--- src/design/pgsb_pkg.sv ---
`timescale 1ns / 1ps
// Shared types, register indexes and fixed-point helpers for the particle step pipeline.
package pgsb_pkg;

   // register indexes on the csr port
   localparam logic [2:0] CSR_GRAVITY     = 3'd0;
   localparam logic [2:0] CSR_STEP_LEN    = 3'd1;
   localparam logic [2:0] CSR_BOUNDARY    = 3'd2;
   localparam logic [2:0] CSR_RADIUS      = 3'd3;
   localparam logic [2:0] CSR_RESTITUTION = 3'd4;

   // register reset values
   localparam logic signed [23:0] GRAVITY_RST     = -24'sd642253;
   localparam logic [15:0]        STEP_LEN_RST    = 16'd1092;
   localparam logic [29:0]        BOUNDARY_RST    = 30'd327680;
   localparam logic [29:0]        RADIUS_RST      = 30'd6554;
   localparam logic [16:0]        RESTITUTION_RST = 17'd52429;

   // saturation limits of a Q16.16 word, at the width of the wide sums
   localparam logic signed [39:0] SAT_MAX = 40'sd2147483647;
   localparam logic signed [39:0] SAT_MIN = -40'sd2147483648;

   // one half LSB of Q16.16 at 32 fraction bits
   localparam logic signed [51:0] HALF_LSB = 52'sd32768;

   typedef struct packed {
      logic signed [23:0] gravity;
      logic [15:0]        step_len;
      logic [29:0]        boundary;
      logic [29:0]        radius;
      logic [16:0]        restitution;
   } pgsb_cfg_type;

   typedef struct packed {
      logic signed [31:0] pos_x;
      logic signed [31:0] pos_y;
      logic signed [31:0] pos_z;
      logic signed [31:0] vel_x;
      logic signed [31:0] vel_y;
      logic signed [31:0] vel_z;
      logic               held;
   } pgsb_req_type;

   typedef struct packed {
      logic signed [31:0] new_pos_x;
      logic signed [31:0] new_pos_y;
      logic signed [31:0] new_pos_z;
      logic signed [31:0] new_vel_x;
      logic signed [31:0] new_vel_y;
      logic signed [31:0] new_vel_z;
   } pgsb_rsp_type;

   // hand-off from the integration stages to the wall stages
   typedef struct packed {
      pgsb_req_type       orig;
      logic signed [31:0] pos_x;
      logic signed [31:0] pos_z;
      logic signed [31:0] vel_y;
      logic signed [49:0] disp_y;
      logic signed [31:0] bnc_x1;
      logic signed [31:0] bnc_z1;
      logic signed [49:0] prod_x2;
      logic signed [49:0] prod_z2;
      logic signed [49:0] prod_y;
   } pgsb_kin_type;

   // clamp a wide signed sum to 32 bits
   function automatic logic signed [31:0] sat32(input logic signed [39:0] x);
      if (x > SAT_MAX) begin
         return 32'sh7FFFFFFF;
      end else if (x < SAT_MIN) begin
         return 32'sh80000000;
      end
      return x[31:0];
   endfunction

   // 32 fraction bits to 16, rounded half up
   function automatic logic signed [35:0] round16(input logic signed [51:0] x);
      logic signed [51:0] s;
      s = x + HALF_LSB;
      return $signed(s[51:16]);
   endfunction

   // finish a bounce from the product v*restitution: negate, round, saturate
   function automatic logic signed [31:0] bounce_fin(input logic signed [49:0] prod);
      logic signed [51:0] neg;
      neg = -52'(prod);
      return sat32(40'(round16(neg)));
   endfunction

endpackage

--- src/design/pgsb_wall.sv ---
`timescale 1ns / 1ps
// Wall stages: new y, wall checks, clamping, bounce select and the output register.
module pgsb_wall import pgsb_pkg::*; (
   input  logic         clock,
   input  logic         reset,
   input  pgsb_cfg_type cfg,
   input  logic         in_valid,
   output logic         in_ready,
   input  pgsb_kin_type in_data,
   output logic         out_valid,
   input  logic         out_ready,
   output pgsb_rsp_type out_data
);

   // p - r < -b, at full precision
   function automatic logic below_lo(input logic signed [31:0] p, input logic [29:0] r,
                                     input logic [29:0] b);
      logic signed [33:0] t;
      t = 34'(p) - $signed({4'b0, r}) + $signed({4'b0, b});
      return t[33];
   endfunction

   // p + r > b, at full precision
   function automatic logic above_hi(input logic signed [31:0] p, input logic [29:0] r,
                                     input logic [29:0] b);
      logic signed [33:0] t;
      t = 34'(p) + $signed({4'b0, r}) - $signed({4'b0, b});
      return !t[33] && (t != '0);
   endfunction

   logic en4, en5, en6;
   logic s4_vld_ff, s5_vld_ff, s6_vld_ff;

   logic               r_gt_b;
   logic signed [31:0] clamp_lo;
   logic signed [31:0] clamp_hi;

   // stage 4
   pgsb_req_type       s4_orig_ff;
   logic signed [31:0] s4_px_ff, s4_pz_ff, s4_vy_ff;
   logic signed [31:0] s4_bx1_ff, s4_bz1_ff;
   logic signed [31:0] s4_bx2_in, s4_bx2_ff;
   logic signed [31:0] s4_bz2_in, s4_bz2_ff;
   logic signed [31:0] s4_by1_in, s4_by1_ff;
   logic signed [35:0] s4_dyr_in, s4_dyr_ff;
   logic s4_xlo_in, s4_xlo_ff, s4_xhi_in, s4_xhi_ff;
   logic s4_zlo_in, s4_zlo_ff, s4_zhi_in, s4_zhi_ff;

   // stage 5
   pgsb_req_type       s5_orig_ff;
   logic signed [31:0] s5_x_in, s5_x_ff;
   logic signed [31:0] s5_z_in, s5_z_ff;
   logic signed [31:0] s5_vx_in, s5_vx_ff;
   logic signed [31:0] s5_vz_in, s5_vz_ff;
   logic signed [31:0] s5_py_in, s5_py_ff;
   logic signed [31:0] s5_vy_ff, s5_by1_ff;

   // stage 6 (output register)
   pgsb_rsp_type s6_rsp_in, s6_rsp_ff;

   assign en6      = !s6_vld_ff || out_ready;
   assign en5      = !s5_vld_ff || en6;
   assign en4      = !s4_vld_ff || en5;
   assign in_ready = en4;

   // clamp targets; config is to change only while idle, which the block itself does not enforce
   assign r_gt_b   = cfg.radius > cfg.boundary;
   assign clamp_lo = $signed({2'b0, cfg.radius}) - $signed({2'b0, cfg.boundary});
   assign clamp_hi = $signed({2'b0, cfg.boundary}) - $signed({2'b0, cfg.radius});

   // stage 4: finish bounces, round y displacement, x and z wall tests
   always_comb begin
      s4_bx2_in = bounce_fin(in_data.prod_x2);
      s4_bz2_in = bounce_fin(in_data.prod_z2);
      s4_by1_in = bounce_fin(in_data.prod_y);
      s4_dyr_in = round16(52'(in_data.disp_y));
      s4_xlo_in = below_lo(in_data.pos_x, cfg.radius, cfg.boundary);
      s4_xhi_in = above_hi(in_data.pos_x, cfg.radius, cfg.boundary);
      s4_zlo_in = below_lo(in_data.pos_z, cfg.radius, cfg.boundary);
      s4_zhi_in = above_hi(in_data.pos_z, cfg.radius, cfg.boundary);
   end

   // stage 5: new y, resolve x and z walls (low hit with r > b lands on the high wall too)
   always_comb begin
      s5_py_in = sat32(40'(s4_orig_ff.pos_y) + 40'(s4_dyr_ff));

      if (s4_xlo_ff) begin
         s5_x_in  = r_gt_b ? clamp_hi : clamp_lo;
         s5_vx_in = r_gt_b ? s4_bx2_ff : s4_bx1_ff;
      end else if (s4_xhi_ff) begin
         s5_x_in  = clamp_hi;
         s5_vx_in = s4_bx1_ff;
      end else begin
         s5_x_in  = s4_px_ff;
         s5_vx_in = s4_orig_ff.vel_x;
      end

      if (s4_zlo_ff) begin
         s5_z_in  = r_gt_b ? clamp_hi : clamp_lo;
         s5_vz_in = r_gt_b ? s4_bz2_ff : s4_bz1_ff;
      end else if (s4_zhi_ff) begin
         s5_z_in  = clamp_hi;
         s5_vz_in = s4_bz1_ff;
      end else begin
         s5_z_in  = s4_pz_ff;
         s5_vz_in = s4_orig_ff.vel_z;
      end
   end

   // stage 6: floor check, held pass-through
   always_comb begin
      s6_rsp_in.new_pos_x = s5_x_ff;
      s6_rsp_in.new_pos_z = s5_z_ff;
      s6_rsp_in.new_vel_x = s5_vx_ff;
      s6_rsp_in.new_vel_z = s5_vz_ff;
      if (below_lo(s5_py_ff, cfg.radius, cfg.boundary)) begin
         s6_rsp_in.new_pos_y = clamp_lo;
         s6_rsp_in.new_vel_y = s5_by1_ff;
      end else begin
         s6_rsp_in.new_pos_y = s5_py_ff;
         s6_rsp_in.new_vel_y = s5_vy_ff;
      end
      if (s5_orig_ff.held) begin
         s6_rsp_in.new_pos_x = s5_orig_ff.pos_x;
         s6_rsp_in.new_pos_y = s5_orig_ff.pos_y;
         s6_rsp_in.new_pos_z = s5_orig_ff.pos_z;
         s6_rsp_in.new_vel_x = s5_orig_ff.vel_x;
         s6_rsp_in.new_vel_y = s5_orig_ff.vel_y;
         s6_rsp_in.new_vel_z = s5_orig_ff.vel_z;
      end
   end

   // valid bits
   always_ff @(posedge clock) begin
      if (reset) begin
         s4_vld_ff <= 1'b0;
         s5_vld_ff <= 1'b0;
         s6_vld_ff <= 1'b0;
      end else begin
         if (en4) begin
            s4_vld_ff <= in_valid;
         end
         if (en5) begin
            s5_vld_ff <= s4_vld_ff;
         end
         if (en6) begin
            s6_vld_ff <= s5_vld_ff;
         end
      end
   end

   // data registers
   always_ff @(posedge clock) begin
      if (en4) begin
         s4_orig_ff <= in_data.orig;
         s4_px_ff   <= in_data.pos_x;
         s4_pz_ff   <= in_data.pos_z;
         s4_vy_ff   <= in_data.vel_y;
         s4_bx1_ff  <= in_data.bnc_x1;
         s4_bz1_ff  <= in_data.bnc_z1;
         s4_bx2_ff  <= s4_bx2_in;
         s4_bz2_ff  <= s4_bz2_in;
         s4_by1_ff  <= s4_by1_in;
         s4_dyr_ff  <= s4_dyr_in;
         s4_xlo_ff  <= s4_xlo_in;
         s4_xhi_ff  <= s4_xhi_in;
         s4_zlo_ff  <= s4_zlo_in;
         s4_zhi_ff  <= s4_zhi_in;
      end
      if (en5) begin
         s5_orig_ff <= s4_orig_ff;
         s5_x_ff    <= s5_x_in;
         s5_z_ff    <= s5_z_in;
         s5_vx_ff   <= s5_vx_in;
         s5_vz_ff   <= s5_vz_in;
         s5_py_ff   <= s5_py_in;
         s5_vy_ff   <= s4_vy_ff;
         s5_by1_ff  <= s4_by1_ff;
      end
      if (en6) begin
         s6_rsp_ff  <= s6_rsp_in;
      end
   end

   assign out_valid = s6_vld_ff;
   assign out_data  = s6_rsp_ff;

endmodule

--- config.mk ---
export PLATFORM = sky130hd
export DESIGN_NAME = pgsb_wall
export DESIGN_NICKNAME = d
export VERILOG_FILES = /design/src/design/pgsb_pkg.sv /design/src/design/pgsb_wall.sv
export SDC_FILE = /design/constraint.sdc
export NUM_CORES = 2
export LEC_CHECK = 0
export BUFFER_PORTS_ARGS = -buffer_cell sky130_fd_sc_hd__buf_2
export CELL_PAD_IN_SITES_DETAIL_PLACEMENT = 2
export CELL_PAD_IN_SITES_GLOBAL_PLACEMENT = 2
export CORE_MARGIN = 2
export CORE_UTILIZATION = 25
export CTS_BUF_LIST = sky130_fd_sc_hd__clkbuf_8 sky130_fd_sc_hd__clkbuf_16
export DETAILED_ROUTE_END_ITERATION = 10
export GPL_TIMING_DRIVEN = 0
export PLACE_DENSITY = 0.64
export SETUP_SLACK_MARGIN = 0.4
export SLEW_MARGIN = 5
export SYNTH_ARGS = -nofsm -noshare
export SYNTH_HDL_FRONTEND = slang
export SYNTH_SLANG_ARGS = --single-unit
--- constraint.sdc ---
create_clock -name clock -period 18.22 [get_ports clock]
set_input_delay 2.733 -clock clock [delete_from_list [all_inputs] [get_ports clock]]
set_output_delay 2.733 -clock clock [all_outputs]
set_load 0.1 [all_outputs]
# [Word level (Yosys, flattened, before mapping)]
# Cells that the tools add are included.
[op_classes] n_addsub=20 mul=0 n_div=0 order_cmp=9 eq_ne=0 n_shift=0 muxes=34 bitwise=0 reduce_logical=12
[op_table] operator="32-bit 2-to-1 mux" n=25
[op_table] operator="192-bit 2-to-1 mux" n=1
[op_table] operator="52-bit by 17-bit adder with 52-bit output (second input constant)" n=3
[op_table] operator="50-bit negator with 52-bit output" n=3
[op_table] operator="36-bit by 32-bit greater-than comparator with 1-bit output (second input constant)" n=4
[op_table] operator="36-bit by 32-bit less-than comparator with 1-bit output (second input constant)" n=4
[op_table] operator="33-bit by 31-bit adder with 34-bit output" n=3
[op_table] operator="32-bit by 31-bit subtractor with 33-bit output" n=3
[op_table] operator="34-bit nonzero test" n=2
[op_table] operator="33-bit by 31-bit subtractor with 34-bit output" n=2
[op_table] operator="32-bit by 31-bit adder with 33-bit output" n=2
[op_table] operator="30-bit by 30-bit subtractor with 31-bit output" n=2
[op_table] operator="50-bit by 17-bit adder with 51-bit output (second input constant)" n=1
[op_table] operator="32-bit by 35-bit adder with 36-bit output" n=1
[op_table] operator="30-bit greater-than comparator" n=1
[op_table] operator="1-bit 2-to-1 mux" n=8
[op_table] operator="1-bit logical NOT" n=5
[op_table] operator="1-bit logical OR" n=3
[op_table] operator="1-bit logical AND" n=2
[totals] regBits=1100 latchBits=0 mem_bits_rw=0 romBits=0 in_bits=674 out_inout_bits=194 memories=0

# [Longest topological paths before layout]
[depth] depth_word=6 depth_mapped=17

# [Worst setup path after synthesis]
# Ideal clock, no wire load.
[synth_timing] path_kind="input-to-output" from="input out_ready" to="output in_ready" arrival_ps=13767 required_ps=15487 setup_slack_ps=1720 stages=3 cell_sequence="nor2b_1 -> and2_1 -> nand2_1"
[synth_via] elab_chain_len=3
[synth_lines] item="from (decl)" line="pgsb_wall.sv:11" rtl="input logic out_ready,"
[synth_lines] item="1-bit logical OR" line="pgsb_wall.sv:61" rtl="assign en6 = !s6_vld_ff || out_ready;"
[synth_lines] item="1-bit logical OR" line="pgsb_wall.sv:62" rtl="assign en5 = !s5_vld_ff || en6;"
[synth_lines] item="1-bit logical OR" line="pgsb_wall.sv:63" rtl="assign en4 = !s4_vld_ff || en5;"
[synth_lines] item="to (decl)" line="pgsb_wall.sv:8" rtl="output logic in_ready,"
# No other way between the ends.

# [Final worst setup path]
# Same ends and word-level chain as after synthesis.

==> results.ini <==
[floorplanning]
dieWidth_um = 484
dieArea_um2 = 234000
io_pins = 868
fp.dieH_um = 484
fp-row-count = 176
placeableCoreArea_um2 = 229000
initial_core_util_pct = 25.1

[placement]
dp.cells = 8486
gp_congestion = 0.878
place_ws_ns = 9.01
io_buffers = 794
hpwl_um = 199000

[job]
cap_violations = 0

[cells_and_area]
area.growth.synth_to_final_pct = 22.4
drive_above_1_share_pct = 20.9
fin_cells = 8787
nets = 6676

[drt]
highest_layer = met5
ant_nets = 0
wl_per_cell_um = 27.9
drc = 0
wl_met1_um = 101000
dr_wl_met2_um = 123000
avgViaCountPerCell = 4.79
drtIter0Drc = 2566
wl_um = 245000
firstDrtPassIters = 5
route.vias.total = 42100
met3WireLength_um = 11800

[setup_path]
cp_max_fo = 55
startpoint = out_ready
critPathLaunchType = input port
crit_type = input port to output port
critical-path-slowest-cell = and2_1
r2r_end = out_data[156]$_DFFE_PP_
crit-reg2reg-launch = s5_py_ff[1]$_DFFE_PP_
arrival_ns = 5.42
crit_path_end = in_ready
cp.required_ns = 15.49
r2r_slack_ns = 12.79
end_kind = output port
critPathMostFrequentCell = buf_16
path_cells = buf_2 > nor2b_1 > and2_1 > nand2_4 > buf_16 > buf_16 > buf_16 > buf_2
r2r_cells = 16
cpPeakStageDelay_ns = 0.42

[synthesis]
ys_seq_elements = 1100
ys_seq_area_share_pct = 57.4
synth.distinct_cells = 79
netlist_top_cells_count = 1097 x edfxtp_1, 454 x inv_1, 352 x nand2_1
synthTopCellsByArea = edfxtp_1 57%, ha_1 5.6%, fa_1 5.2%, inv_1 3.0%, mux2_2 2.7%
ys.flop_type = edfxtp_1
synth_top_area_share_pct = 57.3
synth_most_common_cell = edfxtp_1
yosysTopAreaCell = edfxtp_1
syn_area_per_cell_um2 = 12.4
synthArstFlopShare_pct = 0
synth_area_um2 = 57500
ys_warn_count = 0
synth_edf_count = 1097
syn_inst = 4647
synthesis.nets = 5727

[timing]
tns_ns = 0
fmax_mhz = 123
finalHoldViolCount = 0
clock_skew_ns = 0.0627
tightest_slew_ns = 1.26
period_share_pct = 44.7
hold_ws_ns = 0.415
setup_violations = 0
slew_viol_final = 0
rsz0062_at_grt = no
layout_setup_ws_ns = 10.07
min_period_ns = 8.15
maxSlewHeadroom_pct = 15.3

[hold_path]
worstHoldPathType = register to register

[power]
power_frac_seq_pct = 38.9
p_sw_w = 0.00304
power.density_nw_per_um2 = 118
ir_drop_mv = 0.0844
swShare_pct = 36.5
p_leak_nw = 28.9
p_comb_share_pct = 28.5
pwr-share-clk_pct = 32.7
internal-power_w = 0.00530

[global_route]
antenna_found_initial = 156
first_global_vias = 45800
grt_util_all_layers_pct = 20.5
grt_first_pass_wirelength_um = 343000
globalRoute.totalOverflow = 0
grt_start_max_net_pins = 108

[clocking]
holdBufCountCts = 0
cts_max_level = 4
cts_tree = yes
postCtsSetupBuffers = 0
clock_latency_ns = 0.81
cts_root_buf = clkbuf_16
ctsResizeCount = 0
cts_buffers = 134
clock_sinks = 1100
clkTransAtPathRegs_ns = 0.06
clock_path_buffers = 3

[outcome]
status = finished, final reports clean

cell type report:
cell class | instances | area [um^2]
timing repair buffer | 813 | 4450
tap | 3026 | 3790
clock buffer | 134 | 3350
clock inverter | 107 | 1140
antenna | 60 | 150
sequential | 1100 | 33000
fill | 24800 | 159000
multi-input combinational | 2904 | 22100
inverter | 454 | 1720
buffer | 189 | 731
critical path: cells and delay by family:
kind          cells  cell delay (ns)
buf+inv           5             1.31
simple gates      3             1.23
power groups by stage:
stage | Sequential [W] | Clock, W | Combinational, W
2_1_floorplan | 0.00387 | 0 | 0.000959
3_3_place_gp | 0.00329 | 0 | 0.00233
3_5_place_dp | 0.00330 | 0 | 0.00239
4_1_cts | 0.00325 | 0.00281 | 0.00240
5_1_grt | 0.00327 | 0.00289 | 0.00256
6_report | 0.00324 | 0.00273 | 0.00238
through the flow:
stage / util (%) / total power [W] / instance area [um^2]
floorplan: - / 0.00483 / 57500
global placement: 28.5 / 0.00562 / 65300
detailed placement: 28.7 / 0.00569 / 65800
CTS: 30.6 / 0.00846 / 70300
global route: 30.7 / 0.00872 / 70400
finish: 30.7 / 0.00834 / 70400
metal layers:
layer  track usage [%]  vias up
met5                 0        -
met4              8.00       28
met3              3.66      444
met2              36.0     1237
met1              24.9    21600
li1                  -    18800
worst min-delay path by stage:
stage                                        start                  endpoint  slack, ns  depth (start not counted)
after global placement     s4_by1_ff[22]$_DFFE_PP_   s5_by1_ff[22]$_DFFE_PP_       0.40                          0
after floorplan             s4_by1_ff[0]$_DFFE_PP_    s5_by1_ff[0]$_DFFE_PP_       0.40                          0
after detailed placement  s4_orig_ff[43]$_DFFE_PP_  s5_orig_ff[43]$_DFFE_PP_       0.41                          0
final                      s4_by1_ff[30]$_DFFE_PP_   s5_by1_ff[30]$_DFFE_PP_       0.42                          0
after global routing       s4_by1_ff[30]$_DFFE_PP_   s5_by1_ff[30]$_DFFE_PP_       0.42                          0
after CTS                  s4_by1_ff[30]$_DFFE_PP_   s5_by1_ff[30]$_DFFE_PP_       0.40                          0
registers in the layout (all words and copies together) (netlist names), 35 cells and up:
signal and cells:
out_data 192, s4_orig_ff 193, s5_orig_ff 193, s4_dyr_ff 35
layout by cell type, fill, tap and decap left out, types with 98 or more instances in the layout:
| cell type | n |
|---|---|
| ha_1 | 256 |
| buf_2 | 801 |
| fa_1 | 150 |
| edfxtp_1 | 1097 |
| a21oi_1 | 218 |
| mux2_2 | 136 |
| inv_1 | 475 |
| clkbuf_1 | 169 |
| xor2_1 | 98 |
| nand2_1 | 351 |
| a211oi_1 | 122 |
| o21ai_0 | 269 |
| xnor2_1 | 115 |
| clkbuf_16 | 134 |
| nor2_1 | 165 |
| nor2b_1 | 147 |
cells by family (layout without fill, tap and decap cells):
kind of cell,Yosys count,in the layout,share of synthesized area (%)
simple gates,1024,1024,8.86
flops,1100,1100,57.4
compound gates,1036,1036,11.3
buf+inv,643,1697,4.22
other cells,0,60,0
xor+xnor,213,213,3.24
mux,225,225,4.21
fa+ha+maj,406,406,10.8
Power figures use the tool's default switching activity.
